--- src/kclp_pkg.sv ---
// Shared types and constants for the k-mer count line parser.
package kclp_pkg;

   // character codes
   localparam logic [7:0] CHAR_TAB   = 8'd9;
   localparam logic [7:0] CHAR_LF    = 8'd10;
   localparam logic [7:0] CHAR_CR    = 8'd13;
   localparam logic [7:0] CHAR_SPACE = 8'd32;
   localparam logic [7:0] CHAR_ZERO  = 8'h30;
   localparam logic [7:0] CHAR_NINE  = 8'h39;

   localparam logic [1:0] BASE_A = 2'd0;
   localparam logic [1:0] BASE_C = 2'd1;
   localparam logic [1:0] BASE_G = 2'd2;
   localparam logic [1:0] BASE_T = 2'd3;

   // field widths
   localparam int PREFIX_CODE_W = 26;
   localparam int SUFFIX_CODE_W = 16;
   localparam int KMER_COUNT_W  = 16;
   localparam int SHARD_W       = 20;
   localparam int COUNT_ACC_W   = 17;
   localparam int SHARD_WIDTH_W = 5;
   localparam int MAX_REC_W     = 32;

   localparam logic [COUNT_ACC_W-1:0]   COUNT_SAT = 17'h10000;
   localparam logic [SHARD_WIDTH_W-1:0] SHARD_MIN = 5'd1;
   localparam logic [SHARD_WIDTH_W-1:0] SHARD_MAX = 5'd20;

   // configuration register indexes
   localparam int CSR_INDEX_W = 1;
   localparam int CSR_DATA_W  = 32;
   localparam logic [CSR_INDEX_W-1:0] CSR_SHARD_WIDTH = 1'b0;
   localparam logic [CSR_INDEX_W-1:0] CSR_MAX_RECORDS = 1'b1;

   localparam logic [SHARD_WIDTH_W-1:0] SHARD_WIDTH_RESET = 5'd12;
   localparam logic [MAX_REC_W-1:0]     MAX_RECORDS_RESET = 32'd0;

   localparam int QUEUE_DEPTH = 2;

   typedef struct packed {
      logic [7:0] text_byte;
      logic       end_of_input;
   } req_type;

   typedef struct packed {
      logic                     record_kept;
      logic [PREFIX_CODE_W-1:0] prefix_code;
      logic [SUFFIX_CODE_W-1:0] suffix_code;
      logic [KMER_COUNT_W-1:0]  kmer_count;
      logic                     count_clamped;
      logic [SHARD_W-1:0]       shard_index;
   } rsp_type;

   // classified byte handed from front to back
   typedef struct packed {
      logic       eoi;
      logic       is_ws;
      logic       is_lf;
      logic       is_base;
      logic [1:0] base_code;
      logic       is_digit;
      logic [3:0] digit;
   } class_type;

endpackage

--- src/kclp_front.sv ---
// Front end: accepts text beats and classifies each byte.
module kclp_front
   import kclp_pkg::*;
(
   input  logic      req_valid,
   input  req_type   req_data,
   output logic      req_stall,
   input  logic      queue_full,
   output logic      push,
   output class_type push_item
);

   logic [7:0] c;

   assign c         = req_data.text_byte;
   assign req_stall = queue_full;
   assign push      = req_valid && !queue_full;

   always_comb begin
      push_item          = '0;
      push_item.eoi      = req_data.end_of_input;
      push_item.is_lf    = (c == CHAR_LF);
      push_item.is_ws    = (c == CHAR_SPACE) || (c == CHAR_TAB) ||
                           (c == CHAR_LF) || (c == CHAR_CR);
      push_item.is_digit = (c >= CHAR_ZERO) && (c <= CHAR_NINE);
      push_item.digit    = c[3:0];
      case (c)
         "A", "a": begin
            push_item.is_base   = 1'b1;
            push_item.base_code = BASE_A;
         end
         "C", "c": begin
            push_item.is_base   = 1'b1;
            push_item.base_code = BASE_C;
         end
         "G", "g": begin
            push_item.is_base   = 1'b1;
            push_item.base_code = BASE_G;
         end
         "T", "t": begin
            push_item.is_base   = 1'b1;
            push_item.base_code = BASE_T;
         end
         default: begin
            push_item.is_base   = 1'b0;
            push_item.base_code = BASE_A;
         end
      endcase
   end

endmodule

--- src/kclp_queue.sv ---
// Short queue of classified bytes between front and back.
module kclp_queue
   import kclp_pkg::*;
(
   input  logic      clock,
   input  logic      reset,
   input  logic      push,
   input  class_type push_item,
   output logic      full,
   input  logic      pop,
   output logic      pop_valid,
   output class_type pop_item
);

   localparam int PTR_W = $clog2(QUEUE_DEPTH);
   localparam int CNT_W = $clog2(QUEUE_DEPTH + 1);

   class_type        entry_ff [QUEUE_DEPTH];
   logic [PTR_W-1:0] wr_ptr_ff, wr_ptr_in;
   logic [PTR_W-1:0] rd_ptr_ff, rd_ptr_in;
   logic [CNT_W-1:0] count_ff, count_in;

   assign full      = (count_ff == CNT_W'(QUEUE_DEPTH));
   assign pop_valid = (count_ff != '0);
   assign pop_item  = entry_ff[rd_ptr_ff];

   always_comb begin
      wr_ptr_in = push ? wr_ptr_ff + 1'b1 : wr_ptr_ff;
      rd_ptr_in = pop ? rd_ptr_ff + 1'b1 : rd_ptr_ff;
      count_in  = count_ff;
      if (push && !pop) begin
         count_in = count_ff + 1'b1;
      end else if (!push && pop) begin
         count_in = count_ff - 1'b1;
      end
   end

   always_ff @(posedge clock) begin
      if (reset) begin
         wr_ptr_ff <= '0;
         rd_ptr_ff <= '0;
         count_ff  <= '0;
      end else begin
         wr_ptr_ff <= wr_ptr_in;
         rd_ptr_ff <= rd_ptr_in;
         count_ff  <= count_in;
      end
   end

   always_ff @(posedge clock) begin
      if (push) begin
         entry_ff[wr_ptr_ff] <= push_item;
      end
   end

endmodule

--- src/kclp_back.sv ---
// Back end: line parser state machine and result register.
module kclp_back
   import kclp_pkg::*;
#(
   parameter int PREFIX_BASES = 13,
   parameter int KMER_BASES   = 21
) (
   input  logic                     clock,
   input  logic                     reset,
   input  logic                     q_valid,
   input  class_type                q_item,
   output logic                     q_pop,
   input  logic [SHARD_WIDTH_W-1:0] shard_width,
   input  logic [MAX_REC_W-1:0]     max_records,
   output logic                     rsp_valid,
   input  logic                     rsp_stall,
   output rsp_type                  rsp_data
);

   localparam int PW = 2 * PREFIX_BASES;
   localparam int PB = $clog2(KMER_BASES + 1);

   typedef enum logic [5:0] {
      PH_SKIP    = 6'b000001,
      PH_BASES   = 6'b000010,
      PH_AFTER   = 6'b000100,
      PH_GAP     = 6'b001000,
      PH_COUNT   = 6'b010000,
      PH_DISCARD = 6'b100000
   } phase_type;

   phase_type              phase_ff, phase_in;
   logic [PB-1:0]          pos_ff, pos_in;
   logic [PW-1:0]          prefix_ff, prefix_in;
   logic [15:0]            suffix_ff, suffix_in;
   logic [COUNT_ACC_W-1:0] count_ff, count_in;
   logic                   saw_digit_ff, saw_digit_in;
   logic                   line_bad_ff, line_bad_in;
   logic [MAX_REC_W-1:0]   kept_ff, kept_in;
   logic                   stopped_ff, stopped_in;
   logic                   rsp_valid_ff, rsp_valid_in;
   rsp_type                rsp_data_ff, rsp_data_in;

   logic                     line_start, do_base, finish, fin_bad, kept;
   logic [PB-1:0]            pos_src, pos_next;
   logic [31:0]              pre_src_ext, pre_shift, pre_ext, pre_shard;
   logic [15:0]              suf_src;
   logic [20:0]              count_mul;
   logic [SHARD_WIDTH_W-1:0] sb_c;
   logic [5:0]               sh;
   rsp_type                  res;

   assign q_pop     = q_valid && (!rsp_valid_ff || !rsp_stall);
   assign rsp_valid = rsp_valid_ff;
   assign rsp_data  = rsp_data_ff;

   // shard index from the current prefix
   always_comb begin
      if (shard_width < SHARD_MIN) begin
         sb_c = SHARD_MIN;
      end else if (shard_width > SHARD_MAX) begin
         sb_c = SHARD_MAX;
      end else begin
         sb_c = shard_width;
      end
      if (6'(PW) > {1'b0, sb_c}) begin
         sh = 6'(PW) - {1'b0, sb_c};
      end else begin
         sh = '0;
      end
      pre_ext   = 32'(prefix_ff);
      pre_shard = pre_ext >> sh;
   end

   always_comb begin
      phase_in     = phase_ff;
      pos_in       = pos_ff;
      prefix_in    = prefix_ff;
      suffix_in    = suffix_ff;
      count_in     = count_ff;
      saw_digit_in = saw_digit_ff;
      line_bad_in  = line_bad_ff;
      kept_in      = kept_ff;
      stopped_in   = stopped_ff;
      line_start   = 1'b0;
      do_base      = 1'b0;
      finish       = 1'b0;
      fin_bad      = line_bad_ff;
      count_mul    = (21'(count_ff) << 3) + (21'(count_ff) << 1) + 21'(q_item.digit);

      if (q_pop) begin
         if (stopped_ff || (phase_ff == PH_SKIP && max_records != '0 &&
                            kept_ff >= max_records)) begin
            stopped_in = 1'b1;
         end else if (q_item.eoi) begin
            case (phase_ff)
               PH_SKIP: ;
               PH_BASES, PH_AFTER, PH_GAP: begin
                  fin_bad = 1'b1;
                  finish  = 1'b1;
               end
               default: finish = 1'b1;
            endcase
         end else begin
            case (phase_ff)
               PH_SKIP: begin
                  if (!q_item.is_ws) begin
                     line_start   = 1'b1;
                     do_base      = 1'b1;
                     count_in     = '0;
                     saw_digit_in = 1'b0;
                     line_bad_in  = 1'b0;
                  end
               end
               PH_BASES: begin
                  if (q_item.is_lf) begin
                     fin_bad = 1'b1;
                     finish  = 1'b1;
                  end else begin
                     do_base = 1'b1;
                  end
               end
               PH_AFTER: begin
                  if (q_item.is_ws) begin
                     phase_in = PH_GAP;
                  end else begin
                     line_bad_in = 1'b1;
                     phase_in    = PH_DISCARD;
                  end
               end
               PH_GAP: begin
                  if (q_item.is_digit) begin
                     saw_digit_in = 1'b1;
                     count_in     = COUNT_ACC_W'(q_item.digit);
                     phase_in     = PH_COUNT;
                  end else if (!q_item.is_ws) begin
                     phase_in = PH_DISCARD;
                  end
               end
               PH_COUNT: begin
                  if (q_item.is_digit) begin
                     if (!count_ff[COUNT_ACC_W-1]) begin
                        if (count_mul > 21'(COUNT_SAT)) begin
                           count_in = COUNT_SAT;
                        end else begin
                           count_in = count_mul[COUNT_ACC_W-1:0];
                        end
                     end
                  end else if (q_item.is_lf) begin
                     finish = 1'b1;
                  end else begin
                     phase_in = PH_DISCARD;
                  end
               end
               default: begin
                  if (q_item.is_lf) begin
                     finish = 1'b1;
                  end else begin
                     phase_in = PH_DISCARD;
                  end
               end
            endcase
         end
      end

      // one base into the token; a new line starts from empty accumulators
      pos_src     = line_start ? '0 : pos_ff;
      pre_src_ext = line_start ? '0 : 32'(prefix_ff);
      suf_src     = line_start ? '0 : suffix_ff;
      pre_shift   = (pre_src_ext << 2) | 32'(q_item.base_code);
      pos_next    = pos_src + 1'b1;
      if (do_base) begin
         pos_in    = pos_src;
         prefix_in = pre_src_ext[PW-1:0];
         suffix_in = suf_src;
         if (!q_item.is_base) begin
            line_bad_in = 1'b1;
            phase_in    = PH_DISCARD;
         end else begin
            if (int'(pos_src) < PREFIX_BASES) begin
               prefix_in = pre_shift[PW-1:0];
            end else begin
               suffix_in = {suf_src[13:0], q_item.base_code};
            end
            pos_in   = pos_next;
            phase_in = (int'(pos_next) >= KMER_BASES) ? PH_AFTER : PH_BASES;
         end
      end

      kept = !fin_bad && saw_digit_ff;
      res  = '0;
      if (finish) begin
         phase_in    = PH_SKIP;
         line_bad_in = fin_bad;
         if (kept) begin
            res.record_kept   = 1'b1;
            res.prefix_code   = pre_ext[PREFIX_CODE_W-1:0];
            res.suffix_code   = suffix_ff;
            res.kmer_count    = count_ff[COUNT_ACC_W-1] ? '1 : count_ff[KMER_COUNT_W-1:0];
            res.count_clamped = count_ff[COUNT_ACC_W-1];
            res.shard_index   = pre_shard[SHARD_W-1:0];
            if (kept_ff != '1) begin
               kept_in = kept_ff + 1'b1;
            end
         end
      end

      if (q_pop) begin
         rsp_valid_in = finish;
         rsp_data_in  = finish ? res : rsp_data_ff;
      end else begin
         rsp_valid_in = rsp_valid_ff && rsp_stall;
         rsp_data_in  = rsp_data_ff;
      end
   end

   always_ff @(posedge clock) begin
      if (reset) begin
         phase_ff     <= PH_SKIP;
         kept_ff      <= '0;
         stopped_ff   <= 1'b0;
         rsp_valid_ff <= 1'b0;
      end else begin
         phase_ff     <= phase_in;
         kept_ff      <= kept_in;
         stopped_ff   <= stopped_in;
         rsp_valid_ff <= rsp_valid_in;
      end
   end

   always_ff @(posedge clock) begin
      pos_ff       <= pos_in;
      prefix_ff    <= prefix_in;
      suffix_ff    <= suffix_in;
      count_ff     <= count_in;
      saw_digit_ff <= saw_digit_in;
      line_bad_ff  <= line_bad_in;
      rsp_data_ff  <= rsp_data_in;
   end

endmodule

--- src/kmer_count_line_parser.sv ---
// Top level of the k-mer count line parser.
//
// req_*: one text byte per beat, or an end marker (end_of_input) that
//   finishes the line in progress. Lines read "<kmer> <count>".
// rsp_*: one beat per finished line: a kept record with packed prefix and
//   suffix codes, saturated count and shard index, or a skipped mark with all
//   other fields zero.
// csr_*: register 0 is the shard width, register 1 is the record limit;
//   csr_ready is always high. Write only while the parser is idle.
// Throughput is one byte per cycle while no result beat is held by rsp_stall:
// the front classifies each byte into a two-entry queue and the back does the
// whole per-byte state update, result included, as it pops the byte.
// The beat ending a line is written into the queue, popped by the back behind
// any entries waiting ahead, and its result is registered, raising rsp_valid.
// While rsp_stall holds a valid beat, the result register keeps it, the back stops
// draining, and req_stall rises once the queue has filled.
// Synchronous reset empties the queue and result register, returns the
// parser to skipping leading whitespace, clears the kept-record total and
// the stop flag, and loads a shard width of 12 and no record limit.
module kmer_count_line_parser
   import kclp_pkg::*;
#(
   parameter int PREFIX_BASES = 13,
   parameter int KMER_BASES   = 21
) (
   input  logic                   clock,
   input  logic                   reset,
   input  logic                   req_valid,
   output logic                   req_stall,
   input  req_type                req_data,
   output logic                   rsp_valid,
   input  logic                   rsp_stall,
   output rsp_type                rsp_data,
   input  logic                   csr_valid,
   output logic                   csr_ready,
   input  logic [CSR_INDEX_W-1:0] csr_index,
   input  logic [CSR_DATA_W-1:0]  csr_data
);

   logic [SHARD_WIDTH_W-1:0] shard_width_ff, shard_width_in;
   logic [MAX_REC_W-1:0]     max_records_ff, max_records_in;

   logic      queue_full, push, q_valid, q_pop;
   class_type push_item, q_item;

   assign csr_ready = 1'b1;

   always_comb begin
      shard_width_in = shard_width_ff;
      max_records_in = max_records_ff;
      if (csr_valid && csr_ready) begin
         case (csr_index)
            CSR_SHARD_WIDTH: shard_width_in = csr_data[SHARD_WIDTH_W-1:0];
            CSR_MAX_RECORDS: max_records_in = csr_data[MAX_REC_W-1:0];
            default: ;
         endcase
      end
   end

   always_ff @(posedge clock) begin
      if (reset) begin
         shard_width_ff <= SHARD_WIDTH_RESET;
         max_records_ff <= MAX_RECORDS_RESET;
      end else begin
         shard_width_ff <= shard_width_in;
         max_records_ff <= max_records_in;
      end
   end

   kclp_front u_front (
      .req_valid  (req_valid),
      .req_data   (req_data),
      .req_stall  (req_stall),
      .queue_full (queue_full),
      .push       (push),
      .push_item  (push_item)
   );

   kclp_queue u_queue (
      .clock     (clock),
      .reset     (reset),
      .push      (push),
      .push_item (push_item),
      .full      (queue_full),
      .pop       (q_pop),
      .pop_valid (q_valid),
      .pop_item  (q_item)
   );

   kclp_back #(
      .PREFIX_BASES (PREFIX_BASES),
      .KMER_BASES   (KMER_BASES)
   ) u_back (
      .clock       (clock),
      .reset       (reset),
      .q_valid     (q_valid),
      .q_item      (q_item),
      .q_pop       (q_pop),
      .shard_width (shard_width_ff),
      .max_records (max_records_ff),
      .rsp_valid   (rsp_valid),
      .rsp_stall   (rsp_stall),
      .rsp_data    (rsp_data)
   );

endmodule

--- config.mk ---
export PLATFORM = sky130hd
export DESIGN_NAME = kmer_count_line_parser
export DESIGN_NICKNAME = d
export VERILOG_FILES = /design/src/kclp_pkg.sv /design/src/kclp_front.sv /design/src/kclp_queue.sv /design/src/kclp_back.sv /design/src/kmer_count_line_parser.sv
export SDC_FILE = /design/constraint.sdc
export NUM_CORES = 1
export LEC_CHECK = 0
export BUFFER_PORTS_ARGS = -buffer_cell sky130_fd_sc_hd__buf_2
export CAP_MARGIN = 20
export CORE_ASPECT_RATIO = 0.9
export CORE_MARGIN = 2
export CORE_UTILIZATION = 25
export CTS_BUF_LIST = sky130_fd_sc_hd__clkbuf_8
export DETAILED_ROUTE_END_ITERATION = 10
export GPL_TIMING_DRIVEN = 0
export SLEW_MARGIN = 20
export SYNTH_ARGS = -nofsm -noshare
export SYNTH_HDL_FRONTEND = slang
export SYNTH_SLANG_ARGS = --single-unit
--- constraint.sdc ---
create_clock -name clock -period 5.4 [get_ports clock]
set_clock_uncertainty 0.05 [all_clocks]
set_input_delay 1.62 -clock clock [delete_from_list [all_inputs] [get_ports clock]]
set_output_delay 1.62 -clock clock [all_outputs]
set_load 0.02 [all_outputs]
Yosys cells after proc, flatten, opt, wreduce, memory -nomap -nowiden
Memories as Yosys holds them, arrays and structs flattened. A register that Yosys moved wholly into a read port is not among the register bits.
Cells that the tools add are included.
{"block": "totals", "register_bits": 227, "latchBits": 0, "ram_bits": 22, "romBits": 0, "in_bits": 47, "out_inout_bits": 83, "word_cells": 191, "n_memories": 1}
{"name": "u_queue.entry_ff", "depth": 2, "word_bits": 11, "read_ports": 1, "rd_ports_with_merged_regs": 1, "wr": 1, "line_no": "kclp_queue.sv:18", "text": "class_type entry_ff [QUEUE_DEPTH];"}
{"block": "classes", "addsub": 9, "n_mul": 0, "div": 0, "order_cmp": 9, "eq_ne": 28, "shift": 1, "muxes": 74, "bitwise": 4, "reduce_logical": 43}
{"cell": "$mux 17", "n": 5}
{"cell": "$mux 80", "n": 1}
{"cell": "$mux 26", "n": 3}
{"cell": "$mux 6", "n": 11}
{"cell": "$eq 8x7->1 const B", "n": 8}
{"cell": "$mux 16", "n": 4}
{"cell": "$pmux 17 s3", "n": 1}
{"cell": "$mux 1", "n": 36}
{"cell": "$add 32x1->32 const B", "n": 1}
{"cell": "$ge 32x32->1", "n": 1}
{"cell": "$ne 32x32->1 const B", "n": 1}
{"cell": "$reduce_bool 32->1", "n": 1}
{"cell": "$or 26x2->26", "n": 1}
{"cell": "$shr 26x6->20", "n": 1}
{"cell": "$eq 8x4->1 const B", "n": 3}
{"cell": "$pmux 6 s4", "n": 1}
{"cell": "$add 20x18->21", "n": 1}
{"cell": "$add 21x4->21", "n": 1}
{"cell": "$gt 21x17->1 const B", "n": 1}
{"cell": "$mux 5", "n": 4}
{"cell": "$pmux 3 s4", "n": 1}
{"cell": "$reduce_and 6->1", "n": 2}
{"cell": "$reduce_or 2->1", "n": 6}
{"cell": "$logic_and 1x1->1", "n": 9}
{"cell": "36 further kinds", "n": 64}

Depth between registers and ports, before layout
Gate-level depths: netlist of the first run.
{"block": "depth", "ltp_word": 12, "ltp_mapped": 17, "depth_no_buf": 17}

By module
Synthesis of the first run repeated with hierarchy kept, for this count alone.
{"block": "hier_totals", "hier_cells": 1346, "hier_area_um2": 14599.0}
{"mod": "kclp_back", "n_inst": 1, "cells_each": 1093, "area_each_um2": 11473.5, "seq_area_each_um2": 5175.0}
{"mod": "kmer_count_line_parser", "n_inst": 1, "cells_each": 169, "area_each_um2": 1919.3, "seq_area_each_um2": 740.7}
{"mod": "kclp_queue", "n_inst": 1, "cells_each": 56, "area_each_um2": 999.7, "seq_area_each_um2": 760.7}
{"mod": "kclp_front", "n_inst": 1, "cells_each": 28, "area_each_um2": 206.4, "seq_area_each_um2": 0.0}

Least setup slack after synthesis of the first run
OpenSTA, ideal clock, no wires.
{"block": "synth_path", "path_kind": "in2reg", "from": "input port rsp_stall", "to": "register u_back.pos_ff[0], enable pin", "setup_time_ns": 0.452, "arrival_ns": 4.373, "t_required_ns": 4.898, "slack_ns": 0.526, "path_stages": 6, "cell_sequence": "nand2_1 o21a_1 nand2_1 nor3_2 nand2_1 nor2_1"}
{"block": "synth_via", "elab_chain_cells": 4}
{"item": "from (decl)", "line_no": "kmer_count_line_parser.sv:32", "text": "input logic rsp_stall,"}
{"item": "$logic_not 1->1", "line_no": "kclp_back.sv:53", "text": "assign q_pop = q_valid && (!rsp_valid_ff || !rsp_stall);"}
{"item": "$logic_or 1x1->1", "line_no": "kclp_back.sv:53"}
{"item": "$logic_and 1x1->1", "line_no": "kclp_back.sv:53"}
{"item": "$mux 1", "line_no": "kclp_back.sv:91", "text": "if (q_pop) begin"}
{"item": "via u_back.do_base", "line_no": "kclp_back.sv:44", "text": "logic line_start, do_base, finish, fin_bad, kept;"}
{"item": "to (signal assigned)", "line_no": "kclp_back.sv:232", "text": "pos_ff <= pos_in;"}
{"item": "to (decl)", "line_no": "kclp_back.sv:33", "text": "logic [PB-1:0] pos_ff, pos_in;"}
The timed path passes the listed nets, and every way through them passes these cells.
A chain may end at the register's enable or synchronous reset.

==> results of run 1 <==
==> power by group <==
part	switching, mW	internal [mW]
clock	0.857	0.978
sequential	0.207	2.54
combinational	1.64	0.943
total	2.70	4.46
==> area by class of cell <==
cell class | count | area (um2) | area share [%]
plain buffers | 60 | 265 | 1.66
clock buffers | 51 | 702 | 4.38
inverters | 58 | 220 | 1.37
well taps | 697 | 872 | 5.44
diodes | 4 | 10.0 | 0.0625
flip-flops and latches | 250 | 6680 | 41.7
repair buffers | 131 | 692 | 4.32
multi-input cells | 958 | 6360 | 39.7
clock inverters | 36 | 229 | 1.43
==> through the flow <==
step	utilization [%]	cells	hold slack [ps]	setup slack [ps]	TNS (ps)
finish	30.1	2245	421	1040	0
global route	30.1	2244	445	583	0
CTS	30.1	2241	423	929	0
detailed placement	28.3	2154	412	596	0
global placement	28.2	2151	404	-919	-65890
floorplan	-	1326	390	526	0
==> state kept, by name, indices dropped and copies added (netlist names), 2 cells and up, named ones only <==
| signal | cells |
|---|---|
| u_back.rsp_data | 80 |
| max_records_ff | 32 |
| u_back.kept_ff | 32 |
| u_back.prefix_ff | 26 |
| u_queue.entry_ff | 22 |
| u_back.count_ff | 17 |
| u_back.suffix_ff | 16 |
| u_back.phase_ff | 6 |
| shard_width_ff | 5 |
| u_back.pos_ff | 5 |
| u_queue.count_ff | 2 |
==> layout by cell type, fill, tap and decap left out, types with 8 or more instances in the layout <==
cell	Yosys	layout
sky130_fd_sc_hd__a21oi_1	88	87
sky130_fd_sc_hd__clkbuf_8	0	51
sky130_fd_sc_hd__nor2_2	8	8
sky130_fd_sc_hd__o21ai_0	26	26
sky130_fd_sc_hd__and2_1	52	52
sky130_fd_sc_hd__nand4_1	17	17
sky130_fd_sc_hd__buf_2	11	139
sky130_fd_sc_hd__or3_1	9	9
sky130_fd_sc_hd__nor2_1	163	162
sky130_fd_sc_hd__xnor2_1	26	26
sky130_fd_sc_hd__nor3_1	31	31
sky130_fd_sc_hd__nand3_1	32	32
sky130_fd_sc_hd__dfxtp_1	83	83
sky130_fd_sc_hd__xor2_1	31	31
sky130_fd_sc_hd__o21ai_1	8	8
sky130_fd_sc_hd__a211oi_1	18	18
sky130_fd_sc_hd__and3_1	11	11
sky130_fd_sc_hd__mux2i_1	108	108
sky130_fd_sc_hd__a21o_1	16	16
sky130_fd_sc_hd__inv_1	57	64
sky130_fd_sc_hd__a31oi_1	9	9
sky130_fd_sc_hd__edfxtp_1	167	167
sky130_fd_sc_hd__clkbuf_1	39	39
sky130_fd_sc_hd__ha_1	72	72
sky130_fd_sc_hd__nor2b_1	12	12
sky130_fd_sc_hd__nand2_1	123	123
sky130_fd_sc_hd__clkinv_2	0	16
sky130_fd_sc_hd__nor4_1	15	15
==> logic make-up after synthesis <==
group / synth area share [%]
mux: 8.67
compound gates: 9.31
fa+ha+maj: 6.97
buf+inv: 3.58
other cells: 0.0278
xor+xnor: 3.70
flops: 49.4
simple gates: 18.3
==> how the worst min path moves through the flow <==
stage | startpoint | end | slack, ps | depth (start not counted)
floorplan | u_back.line_bad_ff | u_back.line_bad_ff | 390 | 1
detailed placement | u_back.line_bad_ff | u_back.line_bad_ff | 410 | 1
finish | max_records_ff[25] | max_records_ff[25] | 420 | 2
global placement | u_back.line_bad_ff | u_back.line_bad_ff | 400 | 1
CTS | max_records_ff[25] | max_records_ff[25] | 420 | 2
global route | max_records_ff[11] | max_records_ff[11] | 440 | 2
==> worst reg2reg max path, cell delays in order (launching register included) <==
cell	delay [ps]
sky130_fd_sc_hd__dfxtp_1	340
sky130_fd_sc_hd__buf_2	280
sky130_fd_sc_hd__mux2_2	410
sky130_fd_sc_hd__fa_1	500
sky130_fd_sc_hd__ha_1	340
sky130_fd_sc_hd__a211oi_1	280
sky130_fd_sc_hd__o21ai_1	210
sky130_fd_sc_hd__a2111oi_0	450
sky130_fd_sc_hd__nor3_1	130
sky130_fd_sc_hd__xnor2_1	240
sky130_fd_sc_hd__nand2_1	140
sky130_fd_sc_hd__nor4b_4	360
sky130_fd_sc_hd__o211ai_2	200
sky130_fd_sc_hd__buf_6	210
sky130_fd_sc_hd__nor2_2	80
==> metal layers <==
metal	part of all wire [%]	wire [um]
met1	46	16000
met2	47	16300
met3	5.3	1860
met4	2.1	718
met5	0.16	57
==> metrics.txt, run 1 <==
# TYPE chip_impl_metric gauge
chip_impl_metric{name="synth_top_area_share",unit="%"} 37.1
chip_impl_metric{name="critical_path_depth",unit=""} 14
chip_impl_metric{name="vias_per_cell",unit=""} 4.60
chip_impl_info{name="synth_ff_type",value="sky130_fd_sc_hd__edfxtp_1"} 1
chip_impl_metric{name="grt_antenna_before_repair",unit=""} 7
chip_impl_info{name="top_usage_layer",value="met2"} 1
chip_impl_metric{name="via_count",unit=""} 10300
chip_impl_metric{name="regToRegSetupSlack",unit="ps"} 1040
chip_impl_metric{name="layout-area-overhead-vs-synth",unit="%"} 18.6
chip_impl_info{name="clock_tree_from_tritoncts",value="built"} 1
chip_impl_metric{name="r2r.worst_path.cells",unit=""} 14
chip_impl_metric{name="final_antenna_net_count",unit=""} 0
chip_impl_metric{name="dr.first_iter.drc_count",unit=""} 555
chip_impl_info{name="post_synth_most_frequent_cells",value="sky130_fd_sc_hd__edfxtp_1, sky130_fd_sc_hd__nor2_1, sky130_fd_sc_hd__nand2_1"} 1
chip_impl_info{name="timing.critical_path.to_type",value="flop"} 1
chip_impl_metric{name="total_power_density_per_cell_area",unit="nW/um2"} 447
chip_impl_metric{name="postCtsSetupBuffers",unit=""} 0
chip_impl_metric{name="grt_start_max_net_pins",unit=""} 42
chip_impl_metric{name="num_io_pins",unit=""} 130
chip_impl_metric{name="floorplan_die_area",unit="um2"} 55900
chip_impl_info{name="timing.setup.critical_path_class",value="flop to flop"} 1
chip_impl_metric{name="post-route-cell-area",unit="um2"} 16000
chip_impl_metric{name="seq_area_frac_synth",unit="%"} 49.4
chip_impl_info{name="crit_chain",value="buf_2 > mux2_2 > fa_1 > ha_1 > a211oi_1 > o21ai_1 > a2111oi_0 > nor3_1 > xnor2_1 > nand2_1 > nor4b_4 > o211ai_2 > buf_6 > nor2_2"} 1
chip_impl_info{name="element_type_at_the_critical_path_start",value="flop"} 1
chip_impl_metric{name="dieWidth",unit="um"} 249
chip_impl_info{name="netlist_top_cells_area",value="sky130_fd_sc_hd__edfxtp_1, sky130_fd_sc_hd__dfxtp_1, sky130_fd_sc_hd__mux2i_1"} 1
chip_impl_metric{name="global_route.usage.met1",unit="%"} 15.7
chip_impl_metric{name="max_clock_freq",unit="GHz"} 0.229
chip_impl_metric{name="met2_usage",unit="%"} 20.5
chip_impl_info{name="capture_point_of_the_critical_path",value="u_back.count_ff[8]"} 1
chip_impl_metric{name="post_dp_cell_area",unit="um2"} 15100
chip_impl_metric{name="rows",unit=""} 80
chip_impl_info{name="min_path_type",value="flop to flop"} 1
chip_impl_info{name="grt_setup_unrepaired",value="no"} 1
chip_impl_info{name="cpLargestDelayFamily",value="compound AO/OA/AOI/OAI gates"} 1
chip_impl_metric{name="setup_viol",unit=""} 0
chip_impl_metric{name="placement.io_buffers",unit=""} 128
chip_impl_metric{name="yosysWarnings",unit=""} 0
chip_impl_metric{name="cts.repair.resized",unit=""} 0
chip_impl_metric{name="synthesis.instances",unit=""} 1326
chip_impl_metric{name="power.static_leakage",unit="nW"} 6.48
chip_impl_metric{name="groute.layer.met3.usage",unit="%"} 3.29
chip_impl_info{name="cts-root-buf",value="sky130_fd_sc_hd__clkbuf_8"} 1
chip_impl_metric{name="clock_path_buffers",unit=""} 3
chip_impl_info{name="r2r_path_end",value="u_back.count_ff[8]"} 1
chip_impl_metric{name="arrival",unit="ps"} 4750
chip_impl_metric{name="syn-mean-instance-area",unit="um2"} 10.2
chip_impl_metric{name="post_synth_num_cell_types",unit=""} 71
chip_impl_metric{name="wirelength",unit="um"} 34900
chip_impl_metric{name="drc",unit=""} 0
chip_impl_info{name="yosys.area.top_type",value="sky130_fd_sc_hd__edfxtp_1"} 1
chip_impl_metric{name="peakVddDrop",unit="mV"} 0.155
chip_impl_metric{name="die_h",unit="um"} 225
chip_impl_metric{name="post_synth_instance_area",unit="um2"} 13500
chip_impl_info{name="synth.most_common_cell",value="sky130_fd_sc_hd__edfxtp_1"} 1
chip_impl_metric{name="finalNetCount",unit=""} 1627
chip_impl_metric{name="synth.net_count",unit=""} 1447
chip_impl_metric{name="relSlewSlack",unit="%"} 38.1
chip_impl_info{name="cpMaxStageDelayCell",value="sky130_fd_sc_hd__fa_1"} 1
chip_impl_metric{name="initial_utilization",unit="%"} 25.4
chip_impl_metric{name="drt-pass1-iter-count",unit=""} 7
chip_impl_metric{name="first_global_vias",unit=""} 10100
chip_impl_metric{name="maxSlewViolCount",unit=""} 0
chip_impl_metric{name="crit_buf_inv",unit=""} 2
chip_impl_metric{name="cp_max_fo",unit=""} 10
chip_impl_metric{name="hold_buffers",unit=""} 0
chip_impl_metric{name="period_needed",unit="ps"} 4360
chip_impl_metric{name="timing.critical_path.slowest_cell_delay",unit="ps"} 500
chip_impl_metric{name="worst-slew-pin-transition",unit="ps"} 925
chip_impl_info{name="outcome",value="complete, no violations"} 1
chip_impl_metric{name="gpl.final_weighted_congestion",unit=""} 0.867
chip_impl_metric{name="synth-seq-cells",unit=""} 250
chip_impl_metric{name="post-layout-total-power",unit="mW"} 7.16
chip_impl_metric{name="worstSkewPairLatency",unit="ps"} 610
chip_impl_metric{name="cp_data_required_time",unit="ps"} 5790
chip_impl_metric{name="clock_sink_count",unit=""} 250
chip_impl_metric{name="coreArea",unit="um2"} 53300
chip_impl_metric{name="post_route_cells_drive_above_1_share",unit="%"} 16.3
chip_impl_metric{name="hold_viol",unit=""} 0
chip_impl_metric{name="synth_edf_count",unit=""} 167
chip_impl_metric{name="gr-total-overflow",unit=""} 0
chip_impl_metric{name="cts_max_level",unit=""} 2
chip_impl_metric{name="finalCritPeriodShare",unit="%"} 80.8
chip_impl_metric{name="routedWlPerCell",unit="um"} 15.6
chip_impl_metric{name="grt_first_pass_wirelength",unit="um"} 54800
chip_impl_metric{name="tritoncts.num_buffers",unit=""} 47
chip_impl_metric{name="ys_async_sr_fraction",unit="%"} 0
chip_impl_metric{name="clkSlewWorstSetupHoldPaths",unit="ps"} 60
chip_impl_metric{name="place_hpwl",unit="um"} 26300
chip_impl_metric{name="cap_viol_max_count",unit=""} 0
chip_impl_metric{name="gr-usage-all-layers",unit="%"} 12.3
chip_impl_metric{name="num-fill-cells",unit=""} 5570
No activity file was read; power rests on OpenSTA's default activity.
==> inputs of run 2 (changes only) <==
==> constraint.sdc (replaced) <==
create_clock -name clock -period 3.65 [get_ports clock]
set_clock_uncertainty 0.05 [all_clocks]
set_input_delay 1.095 -clock clock [delete_from_list [all_inputs] [get_ports clock]]
set_output_delay 1.095 -clock clock [all_outputs]
set_load 0.02 [all_outputs]
==> run 2 against run 1 <==
  * The flow now finishes with violations (setup timing)
  * Clock power rose by 60%
  * Maximum frequency rose by 12%
  * Register-to-register slack got worse by 1300 ps
  * Global-route usage rose by 0.15 points
  * Sequential share of layout area fell by 1.9 points
  * Non-clock buffer count rose by 25
  * Count of clock-buffer cells in the layout rose by 4
  * Critical endpoint is now u_back.count_ff[15]
  * Largest cell class is now multi-input gates
==> metrics.txt, run 2 (synthesized netlist as in run 1, its figures left out) <==
# TYPE chip_impl_metric gauge
chip_impl_metric{name="gr-total-overflow",unit=""} 0
chip_impl_metric{name="relSlewSlack",unit="%"} 40.4
chip_impl_metric{name="cts_max_level",unit=""} 2
chip_impl_metric{name="peakVddDrop",unit="mV"} 0.224
chip_impl_metric{name="finalCritPeriodShare",unit="%"} 106
chip_impl_metric{name="coreArea",unit="um2"} 53300
chip_impl_metric{name="cap_viol_max_count",unit=""} 0
chip_impl_metric{name="first_global_vias",unit=""} 10400
chip_impl_metric{name="wirelength",unit="um"} 35700
chip_impl_metric{name="postLayoutCoreUtil",unit="%"} 31.7
chip_impl_metric{name="clock_sink_count",unit=""} 250
chip_impl_info{name="layout.cells.most_common",value="sky130_fd_sc_hd__edfxtp_1"} 1
chip_impl_metric{name="clock_path_buffers",unit=""} 3
chip_impl_metric{name="layout_setup_ws",unit="ps"} -237
chip_impl_metric{name="final_antenna_net_count",unit=""} 0
chip_impl_metric{name="placement.io_buffers",unit=""} 128
chip_impl_metric{name="period_needed",unit="ps"} 3890
chip_impl_metric{name="cp_data_required_time",unit="ps"} 4060
chip_impl_metric{name="grt_antenna_before_repair",unit=""} 8
chip_impl_metric{name="largest_reg_flops",unit=""} 80
chip_impl_metric{name="arrival",unit="ps"} 4300
chip_impl_metric{name="worstSkewPairLatency",unit="ps"} 620
chip_impl_metric{name="drt-pass1-iter-count",unit=""} 5
chip_impl_metric{name="vias_per_cell",unit=""} 4.61
chip_impl_metric{name="grt_start_max_net_pins",unit=""} 39
chip_impl_metric{name="rows",unit=""} 80
chip_impl_metric{name="power.static_leakage",unit="nW"} 6.75
chip_impl_metric{name="floorplan_die_area",unit="um2"} 55900
chip_impl_metric{name="met2_usage",unit="%"} 20.4
chip_impl_metric{name="via_count",unit=""} 10500
chip_impl_metric{name="dr.first_iter.drc_count",unit=""} 565
chip_impl_metric{name="dieWidth",unit="um"} 249
chip_impl_info{name="timing.setup.critical_path_class",value="flop to flop"} 1
chip_impl_metric{name="initial_utilization",unit="%"} 25.4
chip_impl_metric{name="post-route-cell-area",unit="um2"} 16900
chip_impl_metric{name="global_route.usage.met1",unit="%"} 15.8
chip_impl_metric{name="layout-area-overhead-vs-synth",unit="%"} 24.9
chip_impl_metric{name="post_dp_cell_area",unit="um2"} 15200
chip_impl_metric{name="tritoncts.num_buffers",unit=""} 48
chip_impl_metric{name="groute.layer.met3.usage",unit="%"} 3.47
chip_impl_metric{name="place_hpwl",unit="um"} 26100
chip_impl_metric{name="max_clock_freq",unit="GHz"} 0.257
chip_impl_info{name="min_path_type",value="flop to flop"} 1
chip_impl_metric{name="gr-usage-all-layers",unit="%"} 12.5
chip_impl_metric{name="die_h",unit="um"} 225
chip_impl_info{name="element_type_at_the_critical_path_start",value="flop"} 1
chip_impl_info{name="cts-root-buf",value="sky130_fd_sc_hd__clkbuf_8"} 1
chip_impl_metric{name="grt_first_pass_wirelength",unit="um"} 55400
chip_impl_info{name="clock_tree_from_tritoncts",value="built"} 1
chip_impl_info{name="mostFrequentLayoutCells",value="sky130_fd_sc_hd__edfxtp_1, sky130_fd_sc_hd__nor2_1, sky130_fd_sc_hd__buf_2"} 1
chip_impl_metric{name="setup_viol",unit=""} 16
chip_impl_info{name="min_from",value="max_records_ff[20]"} 1
chip_impl_metric{name="place_ws",unit="ps"} -707
chip_impl_metric{name="hold_viol",unit=""} 0
chip_impl_info{name="timing.critical_path.to_type",value="flop"} 1
chip_impl_metric{name="finalNetCount",unit=""} 1653
chip_impl_metric{name="finalHoldWorstSlack",unit="ps"} 411
chip_impl_metric{name="drc",unit=""} 0
chip_impl_metric{name="maxSlewViolCount",unit=""} 0
chip_impl_metric{name="hold_buffers",unit=""} 0
chip_impl_metric{name="cp_max_fo",unit=""} 5
chip_impl_metric{name="num_io_pins",unit=""} 130
chip_impl_metric{name="total_power_density_per_cell_area",unit="nW/um2"} 681
chip_impl_metric{name="clkSlewWorstSetupHoldPaths",unit="ps"} 60
chip_impl_metric{name="routedWlPerCell",unit="um"} 15.7
chip_impl_metric{name="gpl.final_weighted_congestion",unit=""} 0.883
chip_impl_info{name="violations",value="setup timing"} 1
chip_impl_metric{name="worst-slew-pin-transition",unit="ps"} 891
chip_impl_info{name="outcome",value="finished with violations"} 1
chip_impl_metric{name="post_route_cells_drive_above_1_share",unit="%"} 22.9
chip_impl_info{name="grt_setup_unrepaired",value="yes"} 1
chip_impl_info{name="top_usage_layer",value="met2"} 1
-- run 2: cell count changes in the layout (fill, tap and decap cells not counted), sizes merged, moves of 2 or more --
cell      delta
buf         +25
clkinv      -11
clkbuf       +4
inv          +3
bufinv       +2
clkinvlp     +2
-- run 2: metrics by stage --
step,TNS (ps),total power [mW],cells
after floorplan,-69.0,6.90,1326
after global placement,-143610,7.89,2151
after detailed placement,-19100,8.03,2155
after CTS,-3330,11.3,2258
after global routing,-4950,12.2,2270
final,-3160,11.5,2271
-- run 2: layout make-up --
type,instances,area (um2)
timing repair buffer,157,907
multi-input combinational,958,6870
tap,697,872
clock buffer,55,757
buffer,59,284
inverter,58,221
antenna,5,12.5
fill,5440,36400
sequential,250,6710
clock inverter,32,248
-- run 2: path summary, 6_finish.rpt --
check | to | slack [ps] | cells after the start
setup / recovery | u_back.count_ff[15] | -240 | 14
hold / removal | max_records_ff[20] | 410 | 2
setup reg to reg | u_back.count_ff[15] | -240 | 14
hold reg to reg | max_records_ff[20] | 410 | 2
-- run 2: timing repair --
item / 4_1_cts / 5_1_grt
pin swaps: 18 / 30
endpoints found under the setup margin: 97 / 96
gates cloned: 0 / 1
buffers inserted: 16 / 8
gates resized for setup: 39 / 78
-- run 2: critical path, cell delays in order, from the launching register on --
cell and delay (ps):
sky130_fd_sc_hd__dfxtp_2 350, sky130_fd_sc_hd__buf_8 120, sky130_fd_sc_hd__mux2_4 320, sky130_fd_sc_hd__fa_2 520, sky130_fd_sc_hd__fa_2 360, sky130_fd_sc_hd__a21o_1 190
sky130_fd_sc_hd__nand4_1 130, sky130_fd_sc_hd__nand2_2 110, sky130_fd_sc_hd__a31oi_4 220, sky130_fd_sc_hd__xnor2_2 90, sky130_fd_sc_hd__or4_4 530, sky130_fd_sc_hd__nor4b_4 270
sky130_fd_sc_hd__o211ai_2 190, sky130_fd_sc_hd__buf_4 220, sky130_fd_sc_hd__nor2_1 80
-- run 2: report_power, final --
part	switching [mW]	total (mW)	leakage [nW]	internal, mW
clock	1.26	2.93	0.553	1.66
combinational	2.67	4.49	3.96	1.81
sequential	0.311	4.07	2.23	3.76
total	4.25	11.5	6.75	7.24
-- run 2: metal layers --
metal | wire (um) | vias up
met5 | 47 | -
met4 | 941 | 8
met3 | 1950 | 74
met2 | 16500 | 238
met1 | 16200 | 4985
li1 | - | 5169
